--- src/rtl/depth_key_sorter_assert.svh ---
// ----------------------------------------------------------------------------
// Depth key sorter assertion macros
// Concurrent checks, compiled out when NO_ASSERTIONS is defined.
// ----------------------------------------------------------------------------
`ifndef DEPTH_KEY_SORTER_ASSERT_SVH
`define DEPTH_KEY_SORTER_ASSERT_SVH

`ifndef NO_ASSERTIONS
// Same-cycle implication.
`define DKS_ASSERT_IMPL(label, clk, rst, pre, post, msg) \
   label: assert property (@(posedge clk) disable iff (rst) (pre) |-> (post)) \
      else $error(msg);
// Next-cycle implication.
`define DKS_ASSERT_NEXT(label, clk, rst, pre, post, msg) \
   label: assert property (@(posedge clk) disable iff (rst) (pre) |=> (post)) \
      else $error(msg);
`else
`define DKS_ASSERT_IMPL(label, clk, rst, pre, post, msg)
`define DKS_ASSERT_NEXT(label, clk, rst, pre, post, msg)
`endif

`endif

--- src/rtl/dks_pkg.sv ---
`timescale 1ns / 1ps
// ----------------------------------------------------------------------------
// Depth key sorter package
// Sizes, entry types and cell operation codes shared by the sorter files.
// ----------------------------------------------------------------------------
package dks_pkg;

   localparam int MAX_ITEMS  = 64;   // cells in the chain, 2 .. 1024
   localparam int KEY_BITS   = 32;   // stored key width, 8 .. 64
   localparam int DEPTH_BITS = 32;   // key width on the ports
   localparam int TAG_BITS   = 6;

   typedef logic signed [KEY_BITS-1:0] key_type;

   typedef struct packed {
      logic                valid;
      key_type             key;
      logic [TAG_BITS-1:0] tag;
   } entry_type;

   // What a cell hands to its right neighbor.
   typedef struct packed {
      entry_type entry;
      logic      gt;     // cell holds a key greater than the incoming one
   } link_type;

   typedef enum logic [1:0] {
      CELL_HOLD,
      CELL_INSERT,
      CELL_SHIFT
   } cell_mode_type;

endpackage

--- src/rtl/dks_cell.sv ---
`timescale 1ns / 1ps
// ----------------------------------------------------------------------------
// Depth key sorter cell
// One slot of the insertion chain: compares, takes the new key or shifts.
// ----------------------------------------------------------------------------
module dks_cell import dks_pkg::*; (
   input  logic                clock,
   input  logic                reset,
   input  cell_mode_type       mode,
   input  key_type             new_key,
   input  logic [TAG_BITS-1:0] new_tag,
   input  link_type            left_link,
   input  entry_type           right_entry,
   output link_type            link
);

   logic                valid_ff, valid_in;
   key_type             key_ff, key_in;
   logic [TAG_BITS-1:0] tag_ff, tag_in;
   logic                gt;

   assign gt = valid_ff && ($signed(key_ff) > $signed(new_key));

   always_comb begin
      valid_in = valid_ff;
      key_in   = key_ff;
      tag_in   = tag_ff;
      unique case (mode)
         CELL_HOLD: begin
         end
         CELL_INSERT: begin
            if (left_link.gt) begin
               // make room: take the left neighbor's entry
               valid_in = left_link.entry.valid;
               key_in   = left_link.entry.key;
               tag_in   = left_link.entry.tag;
            end else if (gt || (!valid_ff && left_link.entry.valid)) begin
               valid_in = 1'b1;
               key_in   = new_key;
               tag_in   = new_tag;
            end
         end
         CELL_SHIFT: begin
            valid_in = right_entry.valid;
            key_in   = right_entry.key;
            tag_in   = right_entry.tag;
         end
         default: begin
         end
      endcase
   end

   always_ff @(posedge clock) begin
      if (reset) begin
         valid_ff <= 1'b0;
      end else begin
         valid_ff <= valid_in;
      end
   end

   always_ff @(posedge clock) begin
      key_ff <= key_in;
      tag_ff <= tag_in;
   end

   assign link.entry.valid = valid_ff;
   assign link.entry.key   = key_ff;
   assign link.entry.tag   = tag_ff;
   assign link.gt          = gt;

endmodule

--- config.mk ---
export PLATFORM = sky130hd
export DESIGN_NAME = dks_cell
export DESIGN_NICKNAME = d
export VERILOG_FILES = /design/src/rtl/depth_key_sorter_assert.svh /design/src/rtl/dks_pkg.sv /design/src/rtl/dks_cell.sv
export SDC_FILE = /design/constraint.sdc
export NUM_CORES = 1
export LEC_CHECK = 0
export ABC_CLOCK_PERIOD_IN_PS = 13700
export BUFFER_PORTS_ARGS = -buffer_cell sky130_fd_sc_hd__buf_2
export CORE_ASPECT_RATIO = 1.4
export CORE_UTILIZATION = 49
export CTS_BUF_LIST = sky130_fd_sc_hd__clkbuf_16
export DETAILED_ROUTE_END_ITERATION = 8
export PLACE_DENSITY = 0.89
export REMOVE_ABC_BUFFERS = 1
export SETUP_SLACK_MARGIN = 0.4
export SLEW_MARGIN = 20
export SYNTH_ARGS = -nofsm -noshare
export SYNTH_HDL_FRONTEND = slang
export SYNTH_SLANG_ARGS = --single-unit
--- constraint.sdc ---
create_clock -name clock -period 13.7 [get_ports clock]
set_input_delay 0.685 -clock clock [delete_from_list [all_inputs] [get_ports clock]]
set_output_delay 0.685 -clock clock [all_outputs]
set_load 0.01 [all_outputs]
==> reports/results.md, run 1 <==
| Result | This run |
|:---|:---|
| Count of clock tree sinks | 39 |
| Starting DRT DRC Count | 83 |
| Hold Violations, Final | 0 |
| Fill count | 451 |
| Kind of start point of the critical path | input port |
| Final-layout worst hold slack | 0.566 ns |
| Maximum buffer depth of the clock tree | 2 |
| Crit-path max FO | 25 |
| Die footprint | 6230 µm² |
| Most instantiated cells after synthesis | sky130_fd_sc_hd__nand2_1 (49), sky130_fd_sc_hd__edfxtp_1 (38), sky130_fd_sc_hd__mux2i_1 (38), sky130_fd_sc_hd__o21ai_0 (38), sky130_fd_sc_hd__inv_1 (37) |
| Non-filler instance count after layout | 521 |
| Count leader, synth | sky130_fd_sc_hd__nand2_1 |
| Part of the cycle the worst path needs | 26.0% |
| Fraction of final layout cells sized beyond drive strength 1 | 41.1% |
| Worst-case reg-to-reg path depth | 8 |
| Number of buffer cells added on primary ports | 160 |
| H-tree Lvls | 2 |
| Top cells by area in the synthesized netlist | sky130_fd_sc_hd__edfxtp_1 (39%), sky130_fd_sc_hd__ha_1 (14%), sky130_fd_sc_hd__mux2i_1 (13%), sky130_fd_sc_hd__o21ai_0 (6.6%), sky130_fd_sc_hd__nand2_1 (6.3%) |
| Effective utilization at floorplan | 51.7% |
| Number of antenna diodes | 0 |
| Instance count after placement with tap cells included | 514 |
| Setup repair bufs after CTS | 0 |
| Total area of multi-input combinational cells | 1550 µm² |
| Final sum of negative setup slack | 0 ns |
| Count of flip-flops with a built-in enable after synthesis | 38 |
| Gr usage total | 23.1% |
| Power per standard cell area | 92.2 nW/µm² |
| Later-pin clock latency in the skew report | 0.28 ns |
| Quantity of hold-fixing buffers added after cts | 0 |
| Die X-Extent | 67.0 µm |
| Cell Area, Synth | 2900 µm² |
| Final core utilization | 69.4% |
| Reg-to-reg endpoint | key_ff[1] |
| Max-slew headroom at the worst pin | 48.5% |
| Register area share after synthesis | 40.1% |
| Overall overflow remaining after global route | 0 |
| CP Data Arrival Time | 3.50 ns |
| DP Wirelength | 5.55 mm |
| First element of the critical path | new_key[11] |
| Final #Nets | 606 |
| Category of the most critical setup path | input port to flip-flop |
| Drt drc | 0 |
| Max capacitance violation total | 0 |
| Vias in the first global route | 2528 |
| Data required time at the worst endpoint | 13.64 ns |
| Area taken by flip-flops and latches | 1160 µm² |
| Clock skew after layout | 0.00501 ns |
| Hold Crit Start | reset |
| Fin crit period | 3.56 ns |
| Primary FF master, synth | sky130_fd_sc_hd__edfxtp_1 |
| Post-detailed-route via-to-cell ratio | 5.10 |
| Post-detailed-route wirelength per cell | 13.2 µm |
| Kind of end point of the critical path | flip-flop |
| Layout overhead on the synthesized area | 34.3% |
| Register bit total from synthesis | 39 |
| I/O Pins | 161 |
| First-pass GRT wire length | 10.8 mm |
| Max rail drop VDD | 0.0647 mV |
| Final setup violation count | 0 |
| Hold Path Depth | 2 |
| Antenna violations before repair | 0 |
| Class of the tightest hold or removal check | input port to flip-flop |
| Area fraction of the dominant cell type after synthesis | 39.4% |
| Ys async rst share | 0% |
| Mean post-synth cell area | 9.69 µm² |
| Setup repair after global routing missed its margin | no |
| Final Instance Area | 3890 µm² |
| DP Area | 3760 µm² |
| First-pass DRT Iterations | 7 |
| Achievable Freq | 0.281 GHz |
| Core Area | 5610 µm² |
| Clock Tree Root | sky130_fd_sc_hd__clkbuf_16 |
| Max-slew violation count | 0 |
| GPL Wtd Cong | 0.778 |
| Transition time of the tightest slew-check pin | 0.772 ns |
| Total wire length after detailed routing | 6.88 mm |
| Number of buffers created by CTS | 5 |
| End of the worst hold path | valid_ff |
| Total via count in the routed design | 2656 |
| Total of warnings raised by yosys | 0 |
| Y dimension of the die | 93.0 µm |
| TritonCTS clock tree | yes |
| Clock transition time at the flip-flop clock pins of the worst setup and hold paths | 0.05 ns |
| Gate count after technology mapping | 299 |
| Post-CTS Resized | 0 |
| R2R Path Start | key_ff[11] |
| Number of nets with antenna violations after routing | 0 |
| Slack of the worst reg-to-reg path | 10.25 ns |
| Number of distinct standard cells referenced by the synthesized netlist | 35 |
| Run status | finished, final reports clean |
| Post-synthesis cell type with the largest combined area | sky130_fd_sc_hd__edfxtp_1 |
| Pin count of the biggest net entering global routing | 79 |
| Static leakage power | 2.00 nW |
| Core Rows | 32 |
==> sequential cells by signal, indices dropped and copies added, names as in the netlist <==
signal    flops
valid_ff      1
key_ff       32
tag_ff        6
==> layout make-up <==
class / instances / area share [%]
Clock buffer: 5 / 3.21
Clock inverter: 2 / 0.225
Inverter: 37 / 3.57
Multi-Input combinational cell: 207 / 39.8
Sequential cell: 39 / 29.8
Tap cell: 68 / 2.19
Timing Repair Buffer: 163 / 21.2
==> cells by family (layout without fill, tap and decap cells) <==
logic type / after synthesis / after routing / share of synthesized area (%)
AND/OR/NAND/NOR: 65 / 65 / 10.2
buffers and inverters: 53 / 207 / 7.17
flip-flops: 39 / 39 / 40.1
multiplexers: 38 / 38 / 13.1
AO/OA/AOI/OAI: 71 / 71 / 15.1
adder cells (fa/ha/maj): 32 / 32 / 13.8
XOR/XNOR: 1 / 1 / 0.561
==> metrics by stage <==
step	total power, W	setup WS, ns
after floorplan	0.000210	8.10
after global placement	0.000252	9.94
after detailed placement	0.000256	9.83
after CTS	0.000363	10.11
after global routing	0.000380	9.96
final	0.000359	10.14
==> how the worst max path moves through the flow <==
stage,end,cells after the start
4_1_cts,key_ff[14],10
5_1_grt,tag_ff[1],10
3_5_place_dp,key_ff[5],10
3_3_place_gp,key_ff[14],10
2_1_floorplan,key_ff[0],8
6_report,key_ff[1],10
==> worst max-delay path, stage by stage <==
cell,delay [ns]
sky130_fd_sc_hd__buf_2,0.09
sky130_fd_sc_hd__inv_1,0.04
sky130_fd_sc_hd__ha_1,0.31
sky130_fd_sc_hd__nand4_1,0.16
sky130_fd_sc_hd__or4_4,0.57
sky130_fd_sc_hd__o221ai_2,0.21
sky130_fd_sc_hd__a21oi_2,0.10
sky130_fd_sc_hd__xnor2_2,0.18
sky130_fd_sc_hd__o31ai_4,0.69
sky130_fd_sc_hd__buf_4,0.46
==> where the power goes <==
group / leakage (nW) / internal [W] / total [W] / switching [W]
registers: 0.377 / 0.000147 / 0.000153 / 0.00000559
logic: 1.56 / 0.0000462 / 0.000101 / 0.0000545
clock network: 0.0671 / 0.0000653 / 0.000106 / 0.0000404
total: 2.00 / 0.000258 / 0.000359 / 0.000101
==> cells in the final DEF, fill, tap and decap left out, types with 2 or more instances in the layout <==
cell type                   instances
sky130_fd_sc_hd__o21ai_1            5
sky130_fd_sc_hd__o21ai_0           38
sky130_fd_sc_hd__mux2i_1           38
sky130_fd_sc_hd__nand4_1            3
sky130_fd_sc_hd__nand2_1           49
sky130_fd_sc_hd__clkbuf_16          5
sky130_fd_sc_hd__a21oi_2            3
sky130_fd_sc_hd__edfxtp_1          38
sky130_fd_sc_hd__nor2_1             2
sky130_fd_sc_hd__buf_2            160
sky130_fd_sc_hd__inv_1             37
sky130_fd_sc_hd__nand3_1            3
sky130_fd_sc_hd__ha_1              32
sky130_fd_sc_hd__buf_4              3
sky130_fd_sc_hd__a21oi_1           16
==> per-layer routing <==
layer | up-vias | part of all wire [%] | global-route usage [%]
li1 | 1362 | - | -
met1 | 1182 | 39 | 24.2
met2 | 100 | 53 | 43.0
met3 | 12 | 5.9 | 5.12
met4 | 0 | 2.2 | 9.04
met5 | - | 0 | 0
(Power assumes the default switching activity.)
==> run 2: changes to the inputs <==
--- a/config.mk
+++ b/config.mk
@@ -5,13 +5,14 @@
 export SDC_FILE = /design/constraint.sdc
 export NUM_CORES = 1
 export LEC_CHECK = 0
-export ABC_CLOCK_PERIOD_IN_PS = 13700
+export ABC_AREA = 1
+export ABC_CLOCK_PERIOD_IN_PS = 3500
 export BUFFER_PORTS_ARGS = -buffer_cell sky130_fd_sc_hd__buf_2
 export CORE_ASPECT_RATIO = 1.4
-export CORE_UTILIZATION = 49
+export CORE_UTILIZATION = 45
 export CTS_BUF_LIST = sky130_fd_sc_hd__clkbuf_16
 export DETAILED_ROUTE_END_ITERATION = 8
-export PLACE_DENSITY = 0.89
+export PLACE_DENSITY = 0.83
 export REMOVE_ABC_BUFFERS = 1
 export SETUP_SLACK_MARGIN = 0.4
 export SLEW_MARGIN = 20
==> constraint.sdc (replaced) <==
create_clock -name clock -period 3.5 [get_ports clock]
set_input_delay 0.175 -clock clock [delete_from_list [all_inputs] [get_ports clock]]
set_output_delay 0.175 -clock clock [all_outputs]
set_load 0.01 [all_outputs]
==> run 2 against run 1 <==
  * First-iteration DRC count increased by 40%
  * Power grew to 4.1 times the previous value
  * Global-route usage increased by 0.30 points
  * Largest cell class unchanged
  * Design area is 0.16% higher
  * Sequential cell count stayed put
  * Register-to-register slack worse by 9.3 ns
  * Worst hold slack got worse by 0.44 ns
  * Core utilization down 6.7 points
  * Worst setup slack lost 9.2 ns
==> reports/results.md, run 2 <==
| Result | This run | Delta |
|:---|:---|:---|
| Register bit total from synthesis | 39 | unchanged |
| Overall overflow remaining after global route | 0 | unchanged |
| Achievable Freq | 0.390 GHz |  |
| Die X-Extent | 69.7 µm | +4.0% |
| Critical Path Max Stage Delay | 0.39 ns | -0.30 ns |
| First-pass GRT wire length | 12.8 mm | +19% |
| Clock skew after layout | 0.00401 ns | -0.00100 ns |
| Post-synthesis share of cell area spent on and, or, nand and nor gates | 24.9% | +15 points |
| Setup repair after global routing missed its margin | no |  |
| Crit path top cell by count | sky130_fd_sc_hd__nand2_1 |  |
| Kind of end point of the critical path | flip-flop |  |
| Dominant combinational cell family by area after synthesis | simple AND/OR/NAND/NOR gates |  |
| Run status | finished, final reports clean |  |
| Vias in the first global route | 2941 | +16% |
| Multiplexer fraction of the synthesized cell area | 0% | -13 points |
| CP Data Arrival Time | 2.53 ns | -0.97 ns |
| TritonCTS clock tree | yes |  |
| H-tree Lvls | 2 | unchanged |
| Static leakage power | 2.09 nW | +4.3% |
| Total via count in the routed design | 3040 | +14% |
| Number of flip-flops in the largest register | 32 | unchanged |
| Max rail drop VDD | 0.251 mV | +290% |
| Core Rows | 34 | +6.3% |
| Sequence of cells on the critical path | ha_1 -> nand2_1 -> nor2_2 -> nand2_2 -> nor3b_2 -> nand2_1 -> nand2_1 -> nand2_1 -> nand2_1 -> nand2_1 -> nand2_1 -> nand2_2 -> nand2_2 -> buf_4 |  |
| Setup repair bufs after CTS | 0 | unchanged |
| Class of the tightest hold or removal check | input port to flip-flop |  |
| Fraction of final layout cells sized beyond drive strength 1 | 34.9% | -6.2 points |
| DP Area | 3730 µm² | -0.63% |
| Total internal power | 0.00106 W | +310% |
| Final Instance Area | 3900 µm² | +0.16% |
| Pin count of the biggest net entering global routing | 42 | -47% |
| Count of flip-flops with a built-in enable after synthesis | 38 | unchanged |
| Transition time of the tightest slew-check pin | 0.680 ns | -0.0924 ns |
| Adder and majority gate portion of the synthesized area | 13.9% | +0.048 points |
| Number of nets with antenna violations after routing | 0 | unchanged |
| Post-detailed-route via-to-cell ratio | 5.05 | -0.94% |
| Crit-path max FO | 15 | -40% |
| Final #Nets | 682 | +13% |
| Later-pin clock latency in the skew report | 0.28 ns | about the same |
| Leading cell types in the layout, fill and taps excluded | sky130_fd_sc_hd__buf_2 (160), sky130_fd_sc_hd__nand2_1 (117), sky130_fd_sc_hd__nor2_1 (48) |  |
| Top cells by area in the synthesized netlist | sky130_fd_sc_hd__edfxtp_1 (40%), sky130_fd_sc_hd__nand2_1 (15%), sky130_fd_sc_hd__ha_1 (14%), sky130_fd_sc_hd__a31oi_1 (8.2%), sky130_fd_sc_hd__nor2_1 (6.2%) |  |
| Max capacitance violation total | 0 | unchanged |
| Ys async rst share | 0% | unchanged |
| Number of buffers created by CTS | 5 | unchanged |
| Effective utilization at floorplan | 46.5% | -5.2 points |
| I/O Pins | 161 | unchanged |
| Final core utilization | 62.8% | -6.7 points |
| Count of clock tree sinks | 39 | unchanged |
| Switching Share | 27.2% | -0.78 points |
| Part of the cycle the worst path needs | 73.2% |  |
| First-pass DRT Iterations | 4 | -3 |
| Net load switching power | 0.000397 W | +290% |
| Starting DRT DRC Count | 116 | +40% |
| Top Registers | key_ff: 32 flops, tag_ff: 6 flops, valid_ff: 1 flops |  |
| XOR/XNOR share of the synthesized area | 0% | -0.56 points |
| Most common cell after layout, fill and taps aside | sky130_fd_sc_hd__buf_2 |  |
| Category of the most critical setup path | flip-flop to flip-flop |  |
| Maximum buffer depth of the clock tree | 2 | unchanged |
| Die footprint | 6750 µm² | +8.3% |
| Count leader, synth | sky130_fd_sc_hd__nand2_1 |  |
| Fin crit period | 2.56 ns |  |
| Complex-gate fraction of the synthesized area | 12.2% | -2.9 points |
| Max-slew headroom at the worst pin | 54.5% | +6.0 points |
| Number of antenna diodes | 0 | unchanged |
| Max-slew violation count | 0 | unchanged |
| Post-detailed-route wirelength per cell | 12.5 µm | -5.7% |
| Y dimension of the die | 96.8 µm | +4.1% |
| R2R Path Start | key_ff[31] |  |
| Final setup violation count | 0 | unchanged |
| Mean post-synth cell area | 7.68 µm² | -21% |
| Total of warnings raised by yosys | 0 | unchanged |
| Power per standard cell area | 374 nW/µm² | +310% |
| Register area share after synthesis | 40.2% | +0.14 points |
| Most instantiated cells after synthesis | sky130_fd_sc_hd__nand2_1 (119), sky130_fd_sc_hd__nor2_1 (48), sky130_fd_sc_hd__inv_1 (45), sky130_fd_sc_hd__a31oi_1 (38), sky130_fd_sc_hd__edfxtp_1 (38) |  |
| Antenna violations before repair | 0 | unchanged |
| Post-synthesis cell type with the largest combined area | sky130_fd_sc_hd__edfxtp_1 |  |
| Gate count after technology mapping | 376 | +26% |
| Cell with the largest stage delay on the worst path | sky130_fd_sc_hd__edfxtp_1 |  |
| Number of buffer cells added on primary ports | 160 | unchanged |
| Final sum of negative setup slack | 0 ns | unchanged |
| Hold Violations, Final | 0 | unchanged |
| Clock Tree Root | sky130_fd_sc_hd__clkbuf_16 |  |
| First element of the critical path | key_ff[31] |  |
| GPL Wtd Cong | 0.775 | -0.42% |
| Drt drc | 0 | unchanged |
| Kind of start point of the critical path | flip-flop |  |
| Hold Crit Start | reset |  |
| Post-CTS Resized | 0 | unchanged |
| Clock network fraction of design power | 34.7% | +5.3 points |
| Cell Area, Synth | 2890 µm² | -0.35% |
| Register name with the most flops | key_ff |  |
| Layout overhead on the synthesized area | 35.0% |  |
| Area fraction of the dominant cell type after synthesis | 39.5% | +0.14 points |
| Total wire length after detailed routing | 7.50 mm | +8.9% |
| Quantity of hold-fixing buffers added after cts | 0 | unchanged |
| Part of the power in combinational logic | 25.0% | -3.0 points |
| Clock transition time at the flip-flop clock pins of the worst setup and hold paths | 0.06 ns | about the same |
| Number of distinct standard cells referenced by the synthesized netlist | 24 | -31% |
| Gr usage total | 23.4% | +0.30 points |
| Core Area | 6210 µm² | +11% |
| Data required time at the worst endpoint | 3.47 ns | -10.17 ns |
| Primary FF master, synth | sky130_fd_sc_hd__edfxtp_1 |  |
| Flop pwr share | 40.3% | -2.2 points |
| DP Wirelength | 5.96 mm | +7.4% |
## run 2: worst paths after layout
kind,to,slack [ns],depth (start not counted)
worst max-delay path,key_ff[9],0.94,14
worst min-delay path,valid_ff,0.13,4
worst max register to register,key_ff[9],0.94,14
worst min register to register,valid_ff,0.61,4
## run 2: cell type report
cell class                      count  area [µm²]
Fill cell                         544        2310
Multi-Input combinational cell    272        1480
Sequential cell                    39        1160
Timing Repair Buffer              164         831
Inverter                           47         176
Clock buffer                        5         125
Tap cell                           72        90.1
Clock inverter                      3        38.8
## run 2: power groups by stage
stage               sequential, W  clock (W)  combinational, W
detailed placement       0.000597          0          0.000366
finish                   0.000587   0.000506          0.000365
global route             0.000592   0.000538          0.000416
CTS                      0.000588   0.000518          0.000368
floorplan                0.000617          0          0.000178
global placement         0.000593          0          0.000355
## run 2: critical path, delay by kind of cell (launching register included)
kind,cells,cell delay [ns]
AND/OR/NAND/NOR,12,1.18
flip-flops,1,0.39
buffers and inverters,1,0.30
adder cells (fa/ha/maj),1,0.35
## run 2: logic make-up (layout without fill, tap and decap cells)
| family | Yosys count | count (layout) |
|---|---|---|
| AND/OR/NAND/NOR | 181 | 181 |
| buffers and inverters | 65 | 219 |
| AO/OA/AOI/OAI | 59 | 59 |
| flip-flops | 39 | 39 |
| adder cells (fa/ha/maj) | 32 | 32 |
## run 2: per-stage QoR
step | hold slack (ns) | std cells | setup WS, ns | total power [W]
after detailed placement | 0.415 | 594 | 0.929 | 0.000964
after global placement | 0.406 | 594 | 1.03 | 0.000947
after floorplan | 0.319 | 358 | 0.335 | 0.000795
final | 0.128 | 602 | 0.937 | 0.00146
after CTS | 0.120 | 602 | 0.920 | 0.00147
after global routing | 0.138 | 602 | 0.722 | 0.00155
## run 2: per-layer routing
metal	part of all wire [%]	wire (µm)	vias to the layer above	GRT usage [%]
li1	-	-	1547	-
met4	1.7	130	0	6.77
met2	53	3940	129	43.1
met1	39	2940	1350	27.1
met3	6.5	488	14	4.48
met5	0	0	-	0
==> run 3: changes to the inputs <==
--- a/config.mk
+++ b/config.mk
@@ -6,13 +6,13 @@
 export NUM_CORES = 1
 export LEC_CHECK = 0
 export ABC_AREA = 1
-export ABC_CLOCK_PERIOD_IN_PS = 3500
+export ABC_CLOCK_PERIOD_IN_PS = 2200
 export BUFFER_PORTS_ARGS = -buffer_cell sky130_fd_sc_hd__buf_2
 export CORE_ASPECT_RATIO = 1.4
-export CORE_UTILIZATION = 45
+export CORE_UTILIZATION = 41
 export CTS_BUF_LIST = sky130_fd_sc_hd__clkbuf_16
 export DETAILED_ROUTE_END_ITERATION = 8
-export PLACE_DENSITY = 0.83
+export PLACE_DENSITY = 0.8
 export REMOVE_ABC_BUFFERS = 1
 export SETUP_SLACK_MARGIN = 0.4
 export SLEW_MARGIN = 20
==> constraint.sdc (replaced) <==
create_clock -name clock -period 2.2 [get_ports clock]
set_input_delay 0.11 -clock clock [delete_from_list [all_inputs] [get_ports clock]]
set_output_delay 0.11 -clock clock [all_outputs]
set_load 0.01 [all_outputs]
==> run 3 against run 2 <==
  * The flow now finishes with violations (DRC, setup timing)
  * Clock power up 32%
  * Worst setup slack got worse by 1.0 ns
  * Largest power group unchanged
  * Combinational power increased by 100%
  * Critical path depth is the same
  * Critical endpoint is now key_ff[19]
  * Fmax is 13% higher
==> reports/results.md, run 3 (synthesized netlist as in run 2, its figures left out) <==
| Result | This run | Delta |
|:---|:---|:---|
| Max rail drop VDD | 0.309 mV | +23% |
| H-tree Lvls | 2 | unchanged |
| Part of the cycle the worst path needs | 103% | +30 points |
| Violated checks | DRC, setup timing |  |
| Worst path buffer plus inverter count | 1 | unchanged |
| Total internal power | 0.00166 W | +57% |
| Hold Violations, Final | 0 | unchanged |
| Maximum buffer depth of the clock tree | 2 | unchanged |
| Overall overflow remaining after global route | 0 | unchanged |
| Max-slew headroom at the worst pin | 70.7% | +16 points |
| First-pass DRT Iterations | 9 | +5 |
| Kind of start point of the critical path | flip-flop |  |
| Pin count of the biggest net entering global routing | 46 | +9.5% |
| Power per standard cell area | 541 nW/µm² | +45% |
| Net load switching power | 0.000677 W | +71% |
| Gr usage total | 21.5% | -1.9 points |
| CP Data Arrival Time | 2.26 ns | -0.27 ns |
| GPL Wtd Cong | 0.764 | -1.4% |
| Core Rows | 35 | +2.9% |
| Die footprint | 7390 µm² | +9.5% |
| TritonCTS clock tree | yes |  |
| Clock skew after layout | 0.00548 ns | +0.00147 ns |
| Top Registers | key_ff: 32 flops, tag_ff: 6 flops, valid_ff: 1 flops |  |
| Max-slew violation count | 0 | unchanged |
| Cell family with the largest share of critical-path delay | simple AND/OR/NAND/NOR gates |  |
| Data required time at the worst endpoint | 2.19 ns | -1.28 ns |
| Max capacitance violation total | 0 | unchanged |
| Leading cell types in the layout, fill and taps excluded | sky130_fd_sc_hd__buf_2 (160), sky130_fd_sc_hd__nand2_1 (111), sky130_fd_sc_hd__inv_1 (46) |  |
| Critical Path Max Stage Delay | 0.43 ns | +0.04 ns |
| DP Area | 3830 µm² | +2.5% |
| Antenna violations before repair | 0 | unchanged |
| Static leakage power | 2.23 nW | +7.0% |
| Y dimension of the die | 101 µm | +4.7% |
| Fin crit period | 2.26 ns | -0.300 ns |
| Class of the tightest hold or removal check | input port to flip-flop |  |
| Crit-path max FO | 6 | -9 |
| Run status | complete, but fails checks |  |
| Vias in the first global route | 2931 | -0.34% |
| Drt drc | 1 | +1 |
| Final core utilization | 64.6% | +1.8 points |
| Count of clock tree sinks | 39 | unchanged |
| Number of antenna diodes | 0 | unchanged |
| I/O Pins | 161 | unchanged |
| Switching Share | 29.0% | +1.7 points |
| Most common cell after layout, fill and taps aside | sky130_fd_sc_hd__buf_2 |  |
| Core Area | 6700 µm² | +7.9% |
| Kind of end point of the critical path | flip-flop |  |
| Register name with the most flops | key_ff |  |
| Part of the power in combinational logic | 31.2% | +6.2 points |
| Final sum of negative setup slack | -1.88 ns | -1.88 ns |
| Sequence of cells on the critical path | ha_4 -> nand2_4 -> nor2_4 -> nand3_2 -> nor3b_4 -> nand2_1 -> nand2_1 -> nand2_1 -> nand2_1 -> nand2_1 -> nand2_1 -> nand2_2 -> nand2_8 -> clkbuf_16 |  |
| Die X-Extent | 72.9 µm | +4.6% |
| Number of flip-flops in the largest register | 32 | unchanged |
| Number of buffers created by CTS | 5 | unchanged |
| Post-detailed-route wirelength per cell | 13.1 µm | +5.0% |
| Clock network fraction of design power | 28.6% | -6.1 points |
| Starting DRT DRC Count | 145 | +25% |
| Cell with the largest stage delay on the worst path | sky130_fd_sc_hd__edfxtp_1 |  |
| Number of buffer cells added on primary ports | 160 | unchanged |
| First-pass GRT wire length | 12.3 mm | -4.6% |
| Clock Tree Root | sky130_fd_sc_hd__clkbuf_16 |  |
| DP Wirelength | 6.26 mm | +5.1% |
| Worst Setup Slack, final | -0.0633 ns | -1.00 ns |
| Later-pin clock latency in the skew report | 0.28 ns | about the same |
| Number of nets with antenna violations after routing | 0 | unchanged |
| Total via count in the routed design | 3197 | +5.2% |
| Total wire length after detailed routing | 8.41 mm | +12% |
| Post-detailed-route via-to-cell ratio | 4.97 | -1.5% |
| Flop pwr share | 40.2% | about the same |
| Category of the most critical setup path | flip-flop to flip-flop |  |
| Non-filler instance count after layout | 643 | +6.8% |
| Final Instance Area | 4330 µm² | +11% |
| Final setup violation count | 38 | +38 |
| Final #Nets | 703 | +3.1% |
| Achievable Freq | 0.442 GHz | +13% |
| Instance count after placement with tap cells included | 620 | +4.4% |
| Clock transition time at the flip-flop clock pins of the worst setup and hold paths | 0.06 ns | about the same |
| Fraction of final layout cells sized beyond drive strength 1 | 40.8% | +5.9 points |
| Effective utilization at floorplan | 43.1% | -3.4 points |
| Transition time of the tightest slew-check pin | 0.439 ns | -0.241 ns |
| Crit path top cell by count | sky130_fd_sc_hd__nand2_1 |  |
| Layout overhead on the synthesized area | 49.8% |  |
| Setup repair after global routing missed its margin | yes |  |
| Post-placement worst setup slack | -0.0524 ns | -0.981 ns |
[run 3: cell count changes in the layout (fill, tap and decap cells not counted), moves of 6 or more]
| cell | delta |
|---|---|
| sky130_fd_sc_hd__ha_1 | -9 |
| sky130_fd_sc_hd__buf_4 | +14 |
| sky130_fd_sc_hd__nand2_1 | -6 |
| sky130_fd_sc_hd__ha_4 | +9 |
[run 3: worst paths after layout]
path	startpoint	end	slack (ns)	cells past startpoint
hold / removal	reset	valid_ff	0.07	4
setup / recovery	key_ff[21]	key_ff[19]	-0.06	14
setup reg to reg	key_ff[21]	key_ff[19]	-0.06	14
hold reg to reg	valid_ff	valid_ff	0.61	4
[run 3: what timing repair did]
action / in CTS / in global routing
setup buffers: 5 / 6
hold buffers: 0 / 0
pin swaps: 1 / 16
setup endpoints to repair: 40 / 40
resized for setup: 14 / 18
gates cloned: 0 / 4
endpoints found under the hold margin: 0 / 0
[run 3: stage by stage]
| step | total power [W] | hold slack, ns |
|---|---|---|
| global placement | 0.00153 | 0.347 |
| finish | 0.00234 | 0.0708 |
| CTS | 0.00226 | 0.0701 |
| global route | 0.00247 | 0.0723 |
| detailed placement | 0.00156 | 0.356 |
| floorplan | 0.00126 | 0.254 |
[run 3: worst reg2reg max path, stage by stage (launching register included)]
cell and delay (ns):
sky130_fd_sc_hd__edfxtp_1 0.43, sky130_fd_sc_hd__ha_4 0.31, sky130_fd_sc_hd__nand2_4 0.06, sky130_fd_sc_hd__nor2_4 0.12, sky130_fd_sc_hd__nand3_2 0.09, sky130_fd_sc_hd__nor3b_4 0.21, sky130_fd_sc_hd__nand2_1 0.09, sky130_fd_sc_hd__nand2_1 0.07
sky130_fd_sc_hd__nand2_1 0.05, sky130_fd_sc_hd__nand2_1 0.05, sky130_fd_sc_hd__nand2_1 0.06, sky130_fd_sc_hd__nand2_1 0.07, sky130_fd_sc_hd__nand2_2 0.09, sky130_fd_sc_hd__nand2_8 0.13, sky130_fd_sc_hd__clkbuf_16 0.16
[run 3: area by class of cell]
cell class | count | area (µm²)
clock buffers | 5 | 125
clock inverters | 3 | 11.3
repair buffers | 185 | 1060
fillers | 554 | 2370
well taps | 92 | 115
multi-input cells | 272 | 1680
flip-flops and latches | 39 | 1160
inverters | 47 | 176
[run 3: power by group through the flow]
stage               Combinational, W  Sequential (W)  Clock (W)
finish                      0.000729        0.000941   0.000668
CTS                         0.000646        0.000937   0.000680
global route                0.000812        0.000948   0.000709
detailed placement          0.000606        0.000949          0
global placement            0.000584        0.000947          0
floorplan                   0.000284        0.000981          0
[run 3: routing by layer]
| layer | share of wire (%) | wire [µm] | global-route usage [%] |
|---|---|---|---|
| met2 | 55 | 4630 | 41.9 |
| met1 | 38 | 3190 | 22.5 |
| met3 | 4.2 | 355 | 3.08 |
| met5 | 0 | 0 | 0 |
| met4 | 2.7 | 227 | 8.60 |
